## src/rtl/core/rme_pkg.sv

```systemverilog
// ----------------------------------------------------------------------------
// rme_pkg: shared types and constants of the register machine execute block
// Field widths, instruction modes, stop causes, stream layout and the
// command/status bundles between controller and datapath.
// ----------------------------------------------------------------------------
package rme_pkg;

    localparam int DATA_W      = 32;
    localparam int LINE_W      = 10;
    localparam int MODE_W      = 4;
    localparam int CAUSE_W     = 3;
    localparam int REG_FIELD_W = 4;

    localparam logic [LINE_W-1:0] LAST_LINE_RESET = 10'd1023;
    localparam logic [LINE_W-1:0] PC_RESET        = 10'd1;

    // instruction modes
    localparam logic [MODE_W-1:0] MODE_ADD  = 4'd0;
    localparam logic [MODE_W-1:0] MODE_SUB  = 4'd1;
    localparam logic [MODE_W-1:0] MODE_MUL  = 4'd2;
    localparam logic [MODE_W-1:0] MODE_DIV  = 4'd3;
    localparam logic [MODE_W-1:0] MODE_CMP  = 4'd4;
    localparam logic [MODE_W-1:0] MODE_MOVE = 4'd5;
    localparam logic [MODE_W-1:0] MODE_BEQ  = 4'd6;
    localparam logic [MODE_W-1:0] MODE_BRZ  = 4'd7;
    localparam logic [MODE_W-1:0] MODE_JUMP = 4'd8;
    localparam logic [MODE_W-1:0] MODE_HALT = 4'd9;

    // stop causes
    localparam logic [CAUSE_W-1:0] CAUSE_NONE     = 3'd0;
    localparam logic [CAUSE_W-1:0] CAUSE_HALT     = 3'd1;
    localparam logic [CAUSE_W-1:0] CAUSE_PAST_END = 3'd2;
    localparam logic [CAUSE_W-1:0] CAUSE_DIV_ZERO = 3'd3;
    localparam logic [CAUSE_W-1:0] CAUSE_BAD_REG  = 3'd4;

    // configuration port
    localparam int APB_DATA_W = 32;
    localparam int APB_ADDR_W = 3;
    localparam logic REG_LAST_LINE = 1'b0;

    // request stream layout (tdata)
    localparam int IN_MODE_LSB   = 0;
    localparam int IN_FIRST_LSB  = IN_MODE_LSB + MODE_W;
    localparam int IN_SECOND_LSB = IN_FIRST_LSB + DATA_W;
    localparam int IN_TARGET_LSB = IN_SECOND_LSB + DATA_W;
    localparam int IN_TDATA_W    = 80;
    localparam int IN_TUSER_W    = 2;
    localparam int IN_PAD_W      = IN_TDATA_W - (IN_TARGET_LSB + LINE_W);

    // result stream layout (tdata)
    localparam int OUT_NEXT_LSB  = 0;
    localparam int OUT_R0_LSB    = OUT_NEXT_LSB + LINE_W;
    localparam int OUT_WE_BIT    = OUT_R0_LSB + DATA_W;
    localparam int OUT_WR_LSB    = OUT_WE_BIT + 1;
    localparam int OUT_WD_LSB    = OUT_WR_LSB + REG_FIELD_W;
    localparam int OUT_CAUSE_LSB = OUT_WD_LSB + DATA_W;
    localparam int OUT_TDATA_W   = 88;
    localparam int OUT_PAD_W     = OUT_TDATA_W - (OUT_CAUSE_LSB + CAUSE_W);

    typedef struct packed {
        logic load;
        logic rd_sel_b;
        logic cap_a;
        logic cap_b;
        logic exec;
        logic div_cap;
        logic commit;
    } t_cmd;

    typedef struct packed {
        logic need_div;
        logic div_done;
        logic out_free;
    } t_status;

endpackage

```

## src/rtl/core/rme_ram.sv

```systemverilog
// ----------------------------------------------------------------------------
// rme_ram: generic single-port-write, single-port-read RAM
// One write and one registered read per cycle.
// ----------------------------------------------------------------------------
module rme_ram #(
    parameter int WIDTH = 32,
    parameter int DEPTH = 16
) (
    input  logic                     i_clk,
    input  logic                     i_we,
    input  logic [$clog2(DEPTH)-1:0] i_waddr,
    input  logic [WIDTH-1:0]         i_wdata,
    input  logic [$clog2(DEPTH)-1:0] i_raddr,
    output logic [WIDTH-1:0]         o_rdata
);

    logic [WIDTH-1:0] r_mem [DEPTH];
    logic [WIDTH-1:0] r_rdata;

    always_ff @(posedge i_clk) begin
        if (i_we) begin
            r_mem[i_waddr] <= i_wdata;
        end
        r_rdata <= r_mem[i_raddr];
    end

    assign o_rdata = r_rdata;

endmodule

```

## src/rtl/core/rme_div.sv

```systemverilog
// ----------------------------------------------------------------------------
// rme_div: signed truncating divider
// Restoring division on magnitudes, one quotient bit per cycle.
// ----------------------------------------------------------------------------
module rme_div
    import rme_pkg::*;
(
    input  logic              i_clk,
    input  logic              i_rst_n,
    input  logic              i_start,
    input  logic [DATA_W-1:0] i_dividend,
    input  logic [DATA_W-1:0] i_divisor,
    output logic              o_done,
    output logic [DATA_W-1:0] o_quotient
);

    localparam int CNT_W = $clog2(DATA_W) + 1;

    logic              r_busy;
    logic              r_done;
    logic [CNT_W-1:0]  r_cnt;
    logic [DATA_W-1:0] r_rem;
    logic [DATA_W-1:0] r_quo;
    logic [DATA_W-1:0] r_den;
    logic              r_neg;

    logic [DATA_W:0]   shifted;
    logic [DATA_W:0]   diff;
    logic              q_bit;

    assign shifted = {r_rem, r_quo[DATA_W-1]};
    assign diff    = shifted - {1'b0, r_den};
    assign q_bit   = ~diff[DATA_W];

    always_ff @(posedge i_clk) begin
        if (!i_rst_n) begin
            r_busy <= 1'b0;
            r_done <= 1'b0;
            r_cnt  <= '0;
        end else begin
            r_done <= 1'b0;
            if (i_start) begin
                r_busy <= 1'b1;
                r_cnt  <= CNT_W'(DATA_W);
            end else if (r_busy) begin
                r_cnt <= r_cnt - 1'b1;
                if (r_cnt == CNT_W'(1)) begin
                    r_busy <= 1'b0;
                    r_done <= 1'b1;
                end
            end
        end
    end

    // operand magnitudes and running remainder
    always_ff @(posedge i_clk) begin
        if (i_start) begin
            r_quo <= i_dividend[DATA_W-1] ? (DATA_W'(0) - i_dividend) : i_dividend;
            r_den <= i_divisor[DATA_W-1] ? (DATA_W'(0) - i_divisor) : i_divisor;
            r_rem <= '0;
            r_neg <= i_dividend[DATA_W-1] ^ i_divisor[DATA_W-1];
        end else if (r_busy) begin
            r_rem <= q_bit ? diff[DATA_W-1:0] : shifted[DATA_W-1:0];
            r_quo <= {r_quo[DATA_W-2:0], q_bit};
        end
    end

    assign o_done     = r_done;
    assign o_quotient = r_neg ? (DATA_W'(0) - r_quo) : r_quo;

endmodule

```

## src/rtl/core/rme_datapath.sv

```systemverilog
// ----------------------------------------------------------------------------
// rme_datapath: register file, program counter and execute logic
// Operand fetch, alu, divider, commit and result register.
// ----------------------------------------------------------------------------
module rme_datapath
    import rme_pkg::*;
#(
    parameter int NUM_REGS = 10
) (
    input  logic                   i_clk,
    input  logic                   i_rst_n,
    input  t_cmd                   i_cmd,
    output t_status                o_status,
    input  logic [MODE_W-1:0]      i_mode,
    input  logic                   i_first_is_reg,
    input  logic [DATA_W-1:0]      i_first_value,
    input  logic                   i_second_is_reg,
    input  logic [DATA_W-1:0]      i_second_value,
    input  logic [LINE_W-1:0]      i_target_line,
    input  logic [LINE_W-1:0]      i_last_line,
    input  logic                   i_out_ready,
    output logic                   o_out_valid,
    output logic [LINE_W-1:0]      o_next_line,
    output logic [DATA_W-1:0]      o_r0_value,
    output logic                   o_write_enable,
    output logic [REG_FIELD_W-1:0] o_write_register,
    output logic [DATA_W-1:0]      o_write_data,
    output logic [CAUSE_W-1:0]     o_stop_cause
);

    localparam int IDX_W = $clog2(NUM_REGS);

    // latched request
    logic [MODE_W-1:0] r_mode;
    logic              r_f_reg;
    logic [DATA_W-1:0] r_f_val;
    logic              r_s_reg;
    logic [DATA_W-1:0] r_s_val;
    logic [LINE_W-1:0] r_target;

    // operands and pending result
    logic [DATA_W-1:0]  r_a;
    logic [DATA_W-1:0]  r_b;
    logic               r_we;
    logic [IDX_W-1:0]   r_wr;
    logic [DATA_W-1:0]  r_wd;
    logic [LINE_W-1:0]  r_pc_new;
    logic               r_stop_new;
    logic [CAUSE_W-1:0] r_code_new;

    // architectural state
    logic [LINE_W-1:0]   r_pc;
    logic                r_stopped;
    logic [CAUSE_W-1:0]  r_code;
    logic [DATA_W-1:0]   r_r0;
    logic [NUM_REGS-1:0] r_valid;
    logic                r_rd_valid;

    // result register
    logic                   r_out_valid;
    logic [LINE_W-1:0]      r_o_next;
    logic [DATA_W-1:0]      r_o_r0;
    logic                   r_o_we;
    logic [REG_FIELD_W-1:0] r_o_wr;
    logic [DATA_W-1:0]      r_o_wd;
    logic [CAUSE_W-1:0]     r_o_cause;

    logic              f_ok;
    logic              s_ok;
    logic [IDX_W-1:0]  f_addr;
    logic [IDX_W-1:0]  s_addr;
    logic [IDX_W-1:0]  rd_addr;
    logic [DATA_W-1:0] ram_rdata;
    logic [DATA_W-1:0] rf_data;
    logic              a_from_reg;
    logic              op_bad;
    logic              entry_bad;
    logic              b_zero;
    logic              need_div;
    logic [DATA_W-1:0] product;
    logic [LINE_W:0]   next_ln;
    logic              div_done;
    logic [DATA_W-1:0] quotient;
    logic [DATA_W-1:0] r0_after;

    logic               n_we;
    logic [IDX_W-1:0]   n_wr;
    logic [DATA_W-1:0]  n_wd;
    logic [LINE_W-1:0]  n_pc;
    logic               n_stop;
    logic [CAUSE_W-1:0] n_code;

    // register index checks, out-of-range indexes read entry zero
    assign f_ok    = r_f_val < DATA_W'(NUM_REGS);
    assign s_ok    = r_s_val < DATA_W'(NUM_REGS);
    assign f_addr  = f_ok ? r_f_val[IDX_W-1:0] : '0;
    assign s_addr  = s_ok ? r_s_val[IDX_W-1:0] : '0;
    assign rd_addr = i_cmd.rd_sel_b ? s_addr : f_addr;

    rme_ram #(
        .WIDTH (DATA_W),
        .DEPTH (NUM_REGS)
    ) u_rf (
        .i_clk   (i_clk),
        .i_we    (i_cmd.commit & r_we),
        .i_waddr (r_wr),
        .i_wdata (r_wd),
        .i_raddr (rd_addr),
        .o_rdata (ram_rdata)
    );

    // entries never written read as zero
    assign rf_data = r_rd_valid ? ram_rdata : '0;

    always_comb begin
        a_from_reg = r_f_reg;
        if (r_mode == MODE_MOVE || r_mode == MODE_BEQ) begin
            a_from_reg = 1'b1;
        end
    end

    always_comb begin
        op_bad = 1'b0;
        if (r_mode <= MODE_CMP) begin
            op_bad = (r_f_reg & ~f_ok) | (r_s_reg & ~s_ok);
        end else if (r_mode == MODE_MOVE || r_mode == MODE_BEQ) begin
            op_bad = ~f_ok | (r_s_reg & ~s_ok);
        end
    end

    assign entry_bad = (r_pc == '0) || (r_pc > i_last_line);
    assign b_zero    = (r_b == '0);
    assign need_div  = ~r_stopped & ~entry_bad & ~op_bad & (r_mode == MODE_DIV) & ~b_zero;
    assign product   = DATA_W'(r_a * r_b);
    assign next_ln   = {1'b0, r_pc} + 1'b1;

    rme_div u_div (
        .i_clk      (i_clk),
        .i_rst_n    (i_rst_n),
        .i_start    (i_cmd.exec & need_div),
        .i_dividend (r_a),
        .i_divisor  (r_b),
        .o_done     (div_done),
        .o_quotient (quotient)
    );

    // execute decision
    always_comb begin
        logic [LINE_W:0] dest;
        dest   = next_ln;
        n_we   = 1'b0;
        n_wr   = '0;
        n_wd   = '0;
        n_pc   = r_pc;
        n_stop = 1'b1;
        n_code = r_code;
        if (r_stopped) begin
            n_code = r_code;
        end else if (entry_bad) begin
            n_code = CAUSE_PAST_END;
        end else if (op_bad) begin
            n_code = CAUSE_BAD_REG;
        end else if (r_mode == MODE_DIV && b_zero) begin
            n_code = CAUSE_DIV_ZERO;
        end else if (r_mode == MODE_HALT) begin
            n_code = CAUSE_HALT;
        end else begin
            case (r_mode)
                MODE_ADD: begin
                    n_we = 1'b1;
                    n_wd = r_a + r_b;
                end
                MODE_SUB: begin
                    n_we = 1'b1;
                    n_wd = r_a - r_b;
                end
                MODE_MUL: begin
                    n_we = 1'b1;
                    n_wd = product;
                end
                MODE_DIV: begin
                    // quotient lands later from the divider
                    n_we = 1'b1;
                end
                MODE_CMP: begin
                    n_we = 1'b1;
                    if (r_a == r_b) begin
                        n_wd = '0;
                    end else if ($signed(r_a) > $signed(r_b)) begin
                        n_wd = DATA_W'(1);
                    end else begin
                        n_wd = '1;
                    end
                end
                MODE_MOVE: begin
                    n_we = 1'b1;
                    n_wr = r_f_val[IDX_W-1:0];
                    n_wd = r_b;
                end
                MODE_BEQ: begin
                    if (r_a == r_b) begin
                        dest = {1'b0, r_target};
                    end
                end
                MODE_BRZ: begin
                    if (r_r0 == '0) begin
                        dest = {1'b0, r_target};
                    end
                end
                MODE_JUMP: begin
                    dest = {1'b0, r_target};
                end
                default: begin
                end
            endcase
            n_pc   = dest[LINE_W-1:0];
            n_stop = (dest == '0) || (dest > {1'b0, i_last_line});
            n_code = n_stop ? CAUSE_PAST_END : CAUSE_NONE;
        end
    end

    // payload registers
    always_ff @(posedge i_clk) begin
        if (i_cmd.load) begin
            r_mode   <= i_mode;
            r_f_reg  <= i_first_is_reg;
            r_f_val  <= i_first_value;
            r_s_reg  <= i_second_is_reg;
            r_s_val  <= i_second_value;
            r_target <= i_target_line;
        end
        r_rd_valid <= r_valid[rd_addr];
        if (i_cmd.cap_a) begin
            r_a <= a_from_reg ? rf_data : r_f_val;
        end
        if (i_cmd.cap_b) begin
            r_b <= r_s_reg ? rf_data : r_s_val;
        end
        if (i_cmd.exec) begin
            r_we       <= n_we;
            r_wr       <= n_wr;
            r_wd       <= n_wd;
            r_pc_new   <= n_pc;
            r_stop_new <= n_stop;
            r_code_new <= n_code;
        end else if (i_cmd.div_cap) begin
            r_wd <= quotient;
        end
    end

    assign r0_after = (r_we && r_wr == '0) ? r_wd : r_r0;

    // architectural state and result register
    always_ff @(posedge i_clk) begin
        if (!i_rst_n) begin
            r_pc        <= PC_RESET;
            r_stopped   <= 1'b0;
            r_code      <= CAUSE_NONE;
            r_r0        <= '0;
            r_valid     <= '0;
            r_out_valid <= 1'b0;
        end else begin
            if (i_cmd.commit) begin
                r_pc      <= r_pc_new;
                r_stopped <= r_stop_new;
                r_code    <= r_code_new;
                r_r0      <= r0_after;
                if (r_we) begin
                    r_valid[r_wr] <= 1'b1;
                end
                r_out_valid <= 1'b1;
            end else if (i_out_ready) begin
                r_out_valid <= 1'b0;
            end
        end
    end

    always_ff @(posedge i_clk) begin
        if (i_cmd.commit) begin
            r_o_next  <= r_pc_new;
            r_o_r0    <= r0_after;
            r_o_we    <= r_we;
            r_o_wr    <= REG_FIELD_W'(r_wr);
            r_o_wd    <= r_wd;
            r_o_cause <= r_stop_new ? r_code_new : CAUSE_NONE;
        end
    end

    assign o_status.need_div = need_div;
    assign o_status.div_done = div_done;
    assign o_status.out_free = ~r_out_valid | i_out_ready;

    assign o_out_valid      = r_out_valid;
    assign o_next_line      = r_o_next;
    assign o_r0_value       = r_o_r0;
    assign o_write_enable   = r_o_we;
    assign o_write_register = r_o_wr;
    assign o_write_data     = r_o_wd;
    assign o_stop_cause     = r_o_cause;

endmodule

```

## src/rtl/core/rme_ctrl.sv

```systemverilog
// ----------------------------------------------------------------------------
// rme_ctrl: instruction sequencer
// Steps one request through operand reads, execute, divide and commit.
// ----------------------------------------------------------------------------
module rme_ctrl
    import rme_pkg::*;
(
    input  logic    i_clk,
    input  logic    i_rst_n,
    input  logic    i_in_valid,
    output logic    o_in_ready,
    output t_cmd    o_cmd,
    input  t_status i_status
);

    typedef enum logic [2:0] {
        S_IDLE,
        S_READ_A,
        S_READ_B,
        S_LOAD_B,
        S_EXEC,
        S_DIV,
        S_COMMIT
    } t_state;

    t_state r_state;
    t_state n_state;
    logic   r_in_ready;

    always_comb begin
        n_state = r_state;
        unique case (r_state)
            S_IDLE:   if (i_in_valid) n_state = S_READ_A;
            S_READ_A: n_state = S_READ_B;
            S_READ_B: n_state = S_LOAD_B;
            S_LOAD_B: n_state = S_EXEC;
            S_EXEC:   n_state = i_status.need_div ? S_DIV : S_COMMIT;
            S_DIV:    if (i_status.div_done) n_state = S_COMMIT;
            S_COMMIT: if (i_status.out_free) n_state = S_IDLE;
            default:  n_state = S_IDLE;
        endcase
    end

    always_ff @(posedge i_clk) begin
        if (!i_rst_n) begin
            r_state    <= S_IDLE;
            r_in_ready <= 1'b1;
        end else begin
            r_state    <= n_state;
            r_in_ready <= (n_state == S_IDLE);
        end
    end

    always_comb begin
        o_cmd          = '0;
        o_cmd.load     = r_in_ready & i_in_valid;
        o_cmd.rd_sel_b = (r_state == S_READ_B);
        o_cmd.cap_a    = (r_state == S_READ_B);
        o_cmd.cap_b    = (r_state == S_LOAD_B);
        o_cmd.exec     = (r_state == S_EXEC);
        o_cmd.div_cap  = (r_state == S_DIV) & i_status.div_done;
        o_cmd.commit   = (r_state == S_COMMIT) & i_status.out_free;
    end

    assign o_in_ready = r_in_ready;

endmodule

```

## src/rtl/core/toy_register_machine_execute.sv

```systemverilog
// ----------------------------------------------------------------------------
// toy_register_machine_execute: execute stage of a ten-register toy machine
// Runs one decoded instruction per request against a register file and a
// program counter and reports the next line, R0 and the write it made.
// ----------------------------------------------------------------------------
// usage:
//   - requests enter on the s_axis channel, one decoded instruction each;
//     every request gives exactly one result on the m_axis channel
//   - a request passes operand read a, operand read b, operand load, execute
//     and commit; a divide also waits between execute and commit until the
//     bit-serial divider is done
//   - one request is worked on at a time; s_axis_tready rises again the cycle
//     after commit, so a new request is taken while the last result still
//     sits in the output register
//   - if m_axis_tready is low, the output register holds its result and the
//     next request waits in commit until that result is taken
//   - the register file sits in a small ram with one read port, so the two
//     operand reads are serialized; valid bits make never-written entries
//     read as zero
//   - after a stop (halt, past last line, divide by zero, bad register)
//     requests are still consumed and each returns the frozen state
//   - synchronous reset clears registers to zero, pc to line 1, the stop
//     flag, and sets last_line to 1023; no clearing sweep is needed
//   - last_line is written over the apb port at byte address 0
// ----------------------------------------------------------------------------
module toy_register_machine_execute
    import rme_pkg::*;
#(
    parameter int NUM_REGS = 10
) (
    input  logic                   i_clk,
    input  logic                   i_rst_n,
    // request channel
    input  logic                   s_axis_tvalid,
    output logic                   s_axis_tready,
    // mode, first_value, second_value, target_line, zero pad
    input  logic [IN_TDATA_W-1:0]  s_axis_tdata,
    // first_is_reg, second_is_reg
    input  logic [IN_TUSER_W-1:0]  s_axis_tuser,
    // result channel
    output logic                   m_axis_tvalid,
    input  logic                   m_axis_tready,
    // next_line, r0_value, write_enable, write_register, write_data,
    // stop_cause, zero pad
    output logic [OUT_TDATA_W-1:0] m_axis_tdata,
    // configuration port
    input  logic                   psel,
    input  logic                   penable,
    input  logic                   pwrite,
    input  logic [APB_ADDR_W-1:0]  paddr,
    input  logic [APB_DATA_W-1:0]  pwdata,
    output logic [APB_DATA_W-1:0]  prdata,
    output logic                   pready
);

    t_cmd    cmd;
    t_status status;

    logic [LINE_W-1:0]      r_last_line;
    logic                   cfg_write;
    logic                   cfg_sel;

    logic [LINE_W-1:0]      next_line;
    logic [DATA_W-1:0]      r0_value;
    logic                   write_enable;
    logic [REG_FIELD_W-1:0] write_register;
    logic [DATA_W-1:0]      write_data;
    logic [CAUSE_W-1:0]     stop_cause;

    // register index is the word address; byte offset bits are ignored
    assign cfg_sel   = (paddr[APB_ADDR_W-1:2] == REG_LAST_LINE);
    assign cfg_write = psel & penable & pwrite;
    assign pready    = 1'b1;
    assign prdata    = cfg_sel ? APB_DATA_W'(r_last_line) : '0;

    always_ff @(posedge i_clk) begin
        if (!i_rst_n) begin
            r_last_line <= LAST_LINE_RESET;
        end else if (cfg_write && cfg_sel) begin
            r_last_line <= pwdata[LINE_W-1:0];
        end
    end

    rme_ctrl u_ctrl (
        .i_clk      (i_clk),
        .i_rst_n    (i_rst_n),
        .i_in_valid (s_axis_tvalid),
        .o_in_ready (s_axis_tready),
        .o_cmd      (cmd),
        .i_status   (status)
    );

    rme_datapath #(
        .NUM_REGS (NUM_REGS)
    ) u_dp (
        .i_clk            (i_clk),
        .i_rst_n          (i_rst_n),
        .i_cmd            (cmd),
        .o_status         (status),
        .i_mode           (s_axis_tdata[IN_MODE_LSB +: MODE_W]),
        .i_first_is_reg   (s_axis_tuser[0]),
        .i_first_value    (s_axis_tdata[IN_FIRST_LSB +: DATA_W]),
        .i_second_is_reg  (s_axis_tuser[1]),
        .i_second_value   (s_axis_tdata[IN_SECOND_LSB +: DATA_W]),
        .i_target_line    (s_axis_tdata[IN_TARGET_LSB +: LINE_W]),
        .i_last_line      (r_last_line),
        .i_out_ready      (m_axis_tready),
        .o_out_valid      (m_axis_tvalid),
        .o_next_line      (next_line),
        .o_r0_value       (r0_value),
        .o_write_enable   (write_enable),
        .o_write_register (write_register),
        .o_write_data     (write_data),
        .o_stop_cause     (stop_cause)
    );

    assign m_axis_tdata = {{OUT_PAD_W{1'b0}}, stop_cause, write_data, write_register,
                           write_enable, r0_value, next_line};

endmodule

```

## config.mk

```make
export PLATFORM = sky130hd
export DESIGN_NAME = toy_register_machine_execute
export DESIGN_NICKNAME = d
export VERILOG_FILES = /design/src/rtl/core/rme_pkg.sv /design/src/rtl/core/rme_ram.sv /design/src/rtl/core/rme_div.sv /design/src/rtl/core/rme_datapath.sv /design/src/rtl/core/rme_ctrl.sv /design/src/rtl/core/toy_register_machine_execute.sv
export SDC_FILE = /design/constraint.sdc
export NUM_CORES = 2
export LEC_CHECK = 0
export ABC_AREA = 1
export BUFFER_PORTS_ARGS = -buffer_cell sky130_fd_sc_hd__clkbuf_2
export CORE_MARGIN = 5
export CORE_UTILIZATION = 59
export CTS_BUF_LIST = sky130_fd_sc_hd__clkbuf_4 sky130_fd_sc_hd__clkbuf_8
export DETAILED_ROUTE_END_ITERATION = 8
export HOLD_SLACK_MARGIN = 0.02
export PLACE_DENSITY = 0.8
export SLEW_MARGIN = 20
export SYNTH_ARGS = -nofsm -noshare
export SYNTH_HDL_FRONTEND = slang
export SYNTH_SLANG_ARGS = --single-unit
```

## constraint.sdc

```tcl
create_clock -name i_clk -period 7.3 [get_ports i_clk]
set_input_delay 0.73 -clock i_clk [delete_from_list [all_inputs] [get_ports i_clk]]
set_output_delay 0.73 -clock i_clk [all_outputs]
set_load 0.02 [all_outputs]
```

==> results.yml <==
hold_path:
  worst_hold_path.endpoint: "u_dp.r_s_val[3]$_DFFE_PP_"
  hp-class: "input pin to flop"
  hp-start: "s_axis_tdata[39]"
  holdPathStages: 1
sta:
  slew_viol_final: 0
  tns_ns: 0
  worst_slew_pin_slew_ns: 1.18
  whs_ns: 0.0814
  rsz0062_at_grt: "true"
  finalHoldViolations: 0
  setup_viol: 0
  slew_headroom: 0.215
  fin_skew_ns: 0.103
  fmax_ghz: 0.139
  finalCriticalPeriod_ns: 7.20
  period_share: 0.986
grt:
  antenna_found_initial: 8
  gr-total-overflow: 0
  grt_pass1_vias: 47700
  grt_max_degree: 90
  globalRouteTotalUtil: 0.361
  grt_pass1_wl_um: 284000
floorplanning:
  core-area_sq_mm: 0.0969
  dieHeight_um: 322
  die-area_sq_mm: 0.104
  fp-row-count: 114
  die-width_um: 322
  start_util: 0.595
  ioPinCount: 247
clock_tree:
  clock_sinks: 806
  clk_latency_ns: 0.83
  cts-root-buf: "clkbuf_8"
  cts.htree.levels: 3
  path_clk_slew_ns: 0.07
  cts_buffers: 121
  cts_tree: "done"
  cts_max_path_buffers: 3
yosys:
  synth_edf_count: 662
  synth_commonest_cells: "nand2_1, inv_1, edfxtp_1"
  synth.cell_area_sq_mm: 0.0576
  synthFlopType: "edfxtp_1"
  yosysMostFrequentCell: "nand2_1"
  syn_area_per_cell_sq_um: 8.51
  yosys.area.top_type_share: 0.345
  yosys_warnings: 0
  netlist_top_cells_area: "edfxtp_1, fa_1, nand2_1"
  yosysTopAreaCell: "edfxtp_1"
  ys_seq_area_frac: 0.395
  netlist_instances: 6768
  synth_seq_cells: 806
  ys_async_sr_fraction: 0
  ys_types: 69
drt:
  initialDrtViolationCount: 5857
  wl_per_cell_um: 22.5
  ant_nets: 0
  wl_um: 190000
  dr.pass1.iters: 8
  drc: 0
  route.vias.total: 48800
  routed_via_density: 5.78
setup_path:
  worstReg2RegStart: "u_dp.r_a[25]$_DFFE_PP_"
  rr_endpoint: "u_dp.r_wd[30]$_DFFE_PP_"
  reg2reg_depth: 27
  worstPathArrival_ns: 7.78
  crit_type: "flop to flop"
  critPathLaunchType: "flop"
  path_max_fanout: 5
  r2r_slack_ns: 0.10
  required_ns: 7.88
  endpoint_kind: "flop"
finish:
  syn2layout_area_growth_pct: 11.5
  drive_gt1_frac: 0.116
  regMostFlops: "u_dp.u_rf.r_mem"
  largest_register_ffs: 320
  final_cells: 8436
  antennaDiodeCount: 0
  final_util: 0.663
  final_nets: 7831
pwr:
  vdd_drop_max_v: 0.00176
  power_w: 0.0349
  power_density_mw_per_mm2: 544
  p_leak_nw: 30.4
place:
  dp_hpwl_um: 140000
  io_buffer_count: 191
  dp.cells: 8161
  gp_congestion: 1.00
run:
  cap_violations: 0
run_status:
  status: "complete, no violations"
-- through the flow --
stage | instance area (sq um) | worst slack [ns]
after global routing | 64200 | -0.155
after floorplan | 57700 | 0.342
after global placement | 60800 | 0.0812
after CTS | 63800 | 0.00823
after detailed placement | 60800 | -0.00147
final | 64200 | 0.104
-- how the worst max path moves through the flow --
stage | slack [ns] | endpoint | depth (start not counted) | startpoint
6_report | 0.10 | u_dp.r_wd[30]$_DFFE_PP_ | 27 | u_dp.r_a[25]$_DFFE_PP_
5_1_grt | -0.16 | u_dp.r_wd[30]$_DFFE_PP_ | 27 | u_dp.r_a[25]$_DFFE_PP_
4_1_cts | 0.008 | u_dp.r_wd[25]$_DFFE_PP_ | 25 | u_dp.r_a[12]$_DFFE_PP_
3_5_place_dp | -0.001 | u_dp.r_wd[25]$_DFFE_PP_ | 24 | u_dp.r_b[15]$_DFFE_PN_
3_3_place_gp | 0.08 | u_dp.r_wd[30]$_DFFE_PP_ | 28 | u_dp.r_a[25]$_DFFE_PP_
2_1_floorplan | 0.34 | u_dp.r_wd[30]$_DFFE_PP_ | 29 | u_dp.r_b[2]$_DFFE_PN_
-- where the power goes --
part	total (W)	switching, W	internal (W)
sequential	0.00523	0.000128	0.00510
combinational	0.0256	0.0142	0.0114
clock	0.00411	0.00189	0.00222
-- placed cells by master, fill, tap and decap left out, drive strengths merged, types with 8 or more instances in the layout --
| cell | synthesis | final |
|---|---|---|
| xnor2 | 34 | 34 |
| o31ai | 13 | 13 |
| dlygate4sd3 | 0 | 24 |
| or2 | 26 | 26 |
| nand2 | 1978 | 1978 |
| xor2 | 95 | 95 |
| nand3 | 226 | 226 |
| nand3b | 8 | 8 |
| a21oi | 323 | 323 |
| clkinv | 7 | 42 |
| conb | 2 | 29 |
| dfxtp | 144 | 144 |
| nor2 | 434 | 434 |
| a21o | 16 | 16 |
| o21ai | 391 | 391 |
| buf | 179 | 241 |
| edfxtp | 662 | 662 |
| o22ai | 11 | 11 |
| nor3 | 72 | 72 |
| inv | 1121 | 1125 |
| nand4 | 55 | 55 |
| a211oi | 11 | 11 |
| o211ai | 65 | 65 |
| ha | 245 | 245 |
| a31oi | 17 | 17 |
| o21bai | 17 | 17 |
| clkbuf | 144 | 376 |
| nor4 | 27 | 27 |
| fa | 411 | 411 |
-- routing by layer --
metal / wire length (um) / track usage / vias up
met1: 73300 / 0.491 / 23200
met5: 42 / 0 / -
li1: - / - / 22000
met2: 84600 / 0.565 / 3012
met4: 10600 / 0.164 / 6
met3: 21300 / 0.0723 / 556
-- cell type report --
class	instances	area, sq um
Clock buffer	185	2290
Clock inverter	47	482
Fill cell	7556	32600
Inverter	1128	4240
Multi-Input combinational cell	4538	29400
Sequential cell	806	22800
Tap cell	1276	1600
Timing Repair Buffer	456	3390
-- cells by family after synthesis --
logic type                 synth area share
buffers and inverters                 0.102
DFF                                   0.395
and+or+nand+nor                       0.200
AOI/OAI and AO/OA                    0.0872
xor gates and xnor gates             0.0196
adders and majority gates             0.196
other                              0.000130
-- repair_timing --
item                                   in CTS  in global routing
setup endpoints to repair                   1                 18
buffers inserted                            4                 15
pin swaps                                   0                  4
endpoints found under the hold margin      24                  0
gates resized for setup                     0                 60
hold buffers                               24                  0
-- worst max-delay path, cell delays in order (launching register included) --
cell and delay (ns):
edfxtp_1 0.56, buf_4 0.20, nand2_1 0.07, fa_1 0.53
inv_1 0.05, fa_1 0.49, inv_1 0.07, fa_1 0.50
fa_1 0.55, inv_1 0.05, fa_1 0.48, fa_1 0.57
fa_1 0.43, fa_1 0.49, ha_1 0.32, nand2_1 0.08
nor3_2 0.26, nand2_1 0.11, or2_2 0.32, nand4_1 0.12
a21oi_1 0.07, o21ai_0 0.11, buf_4 0.16, o21ai_0 0.08
nor2_1 0.09, nand2_1 0.07, nand2_1 0.07, nand2_1 0.06
(Power assumes the default switching activity.)
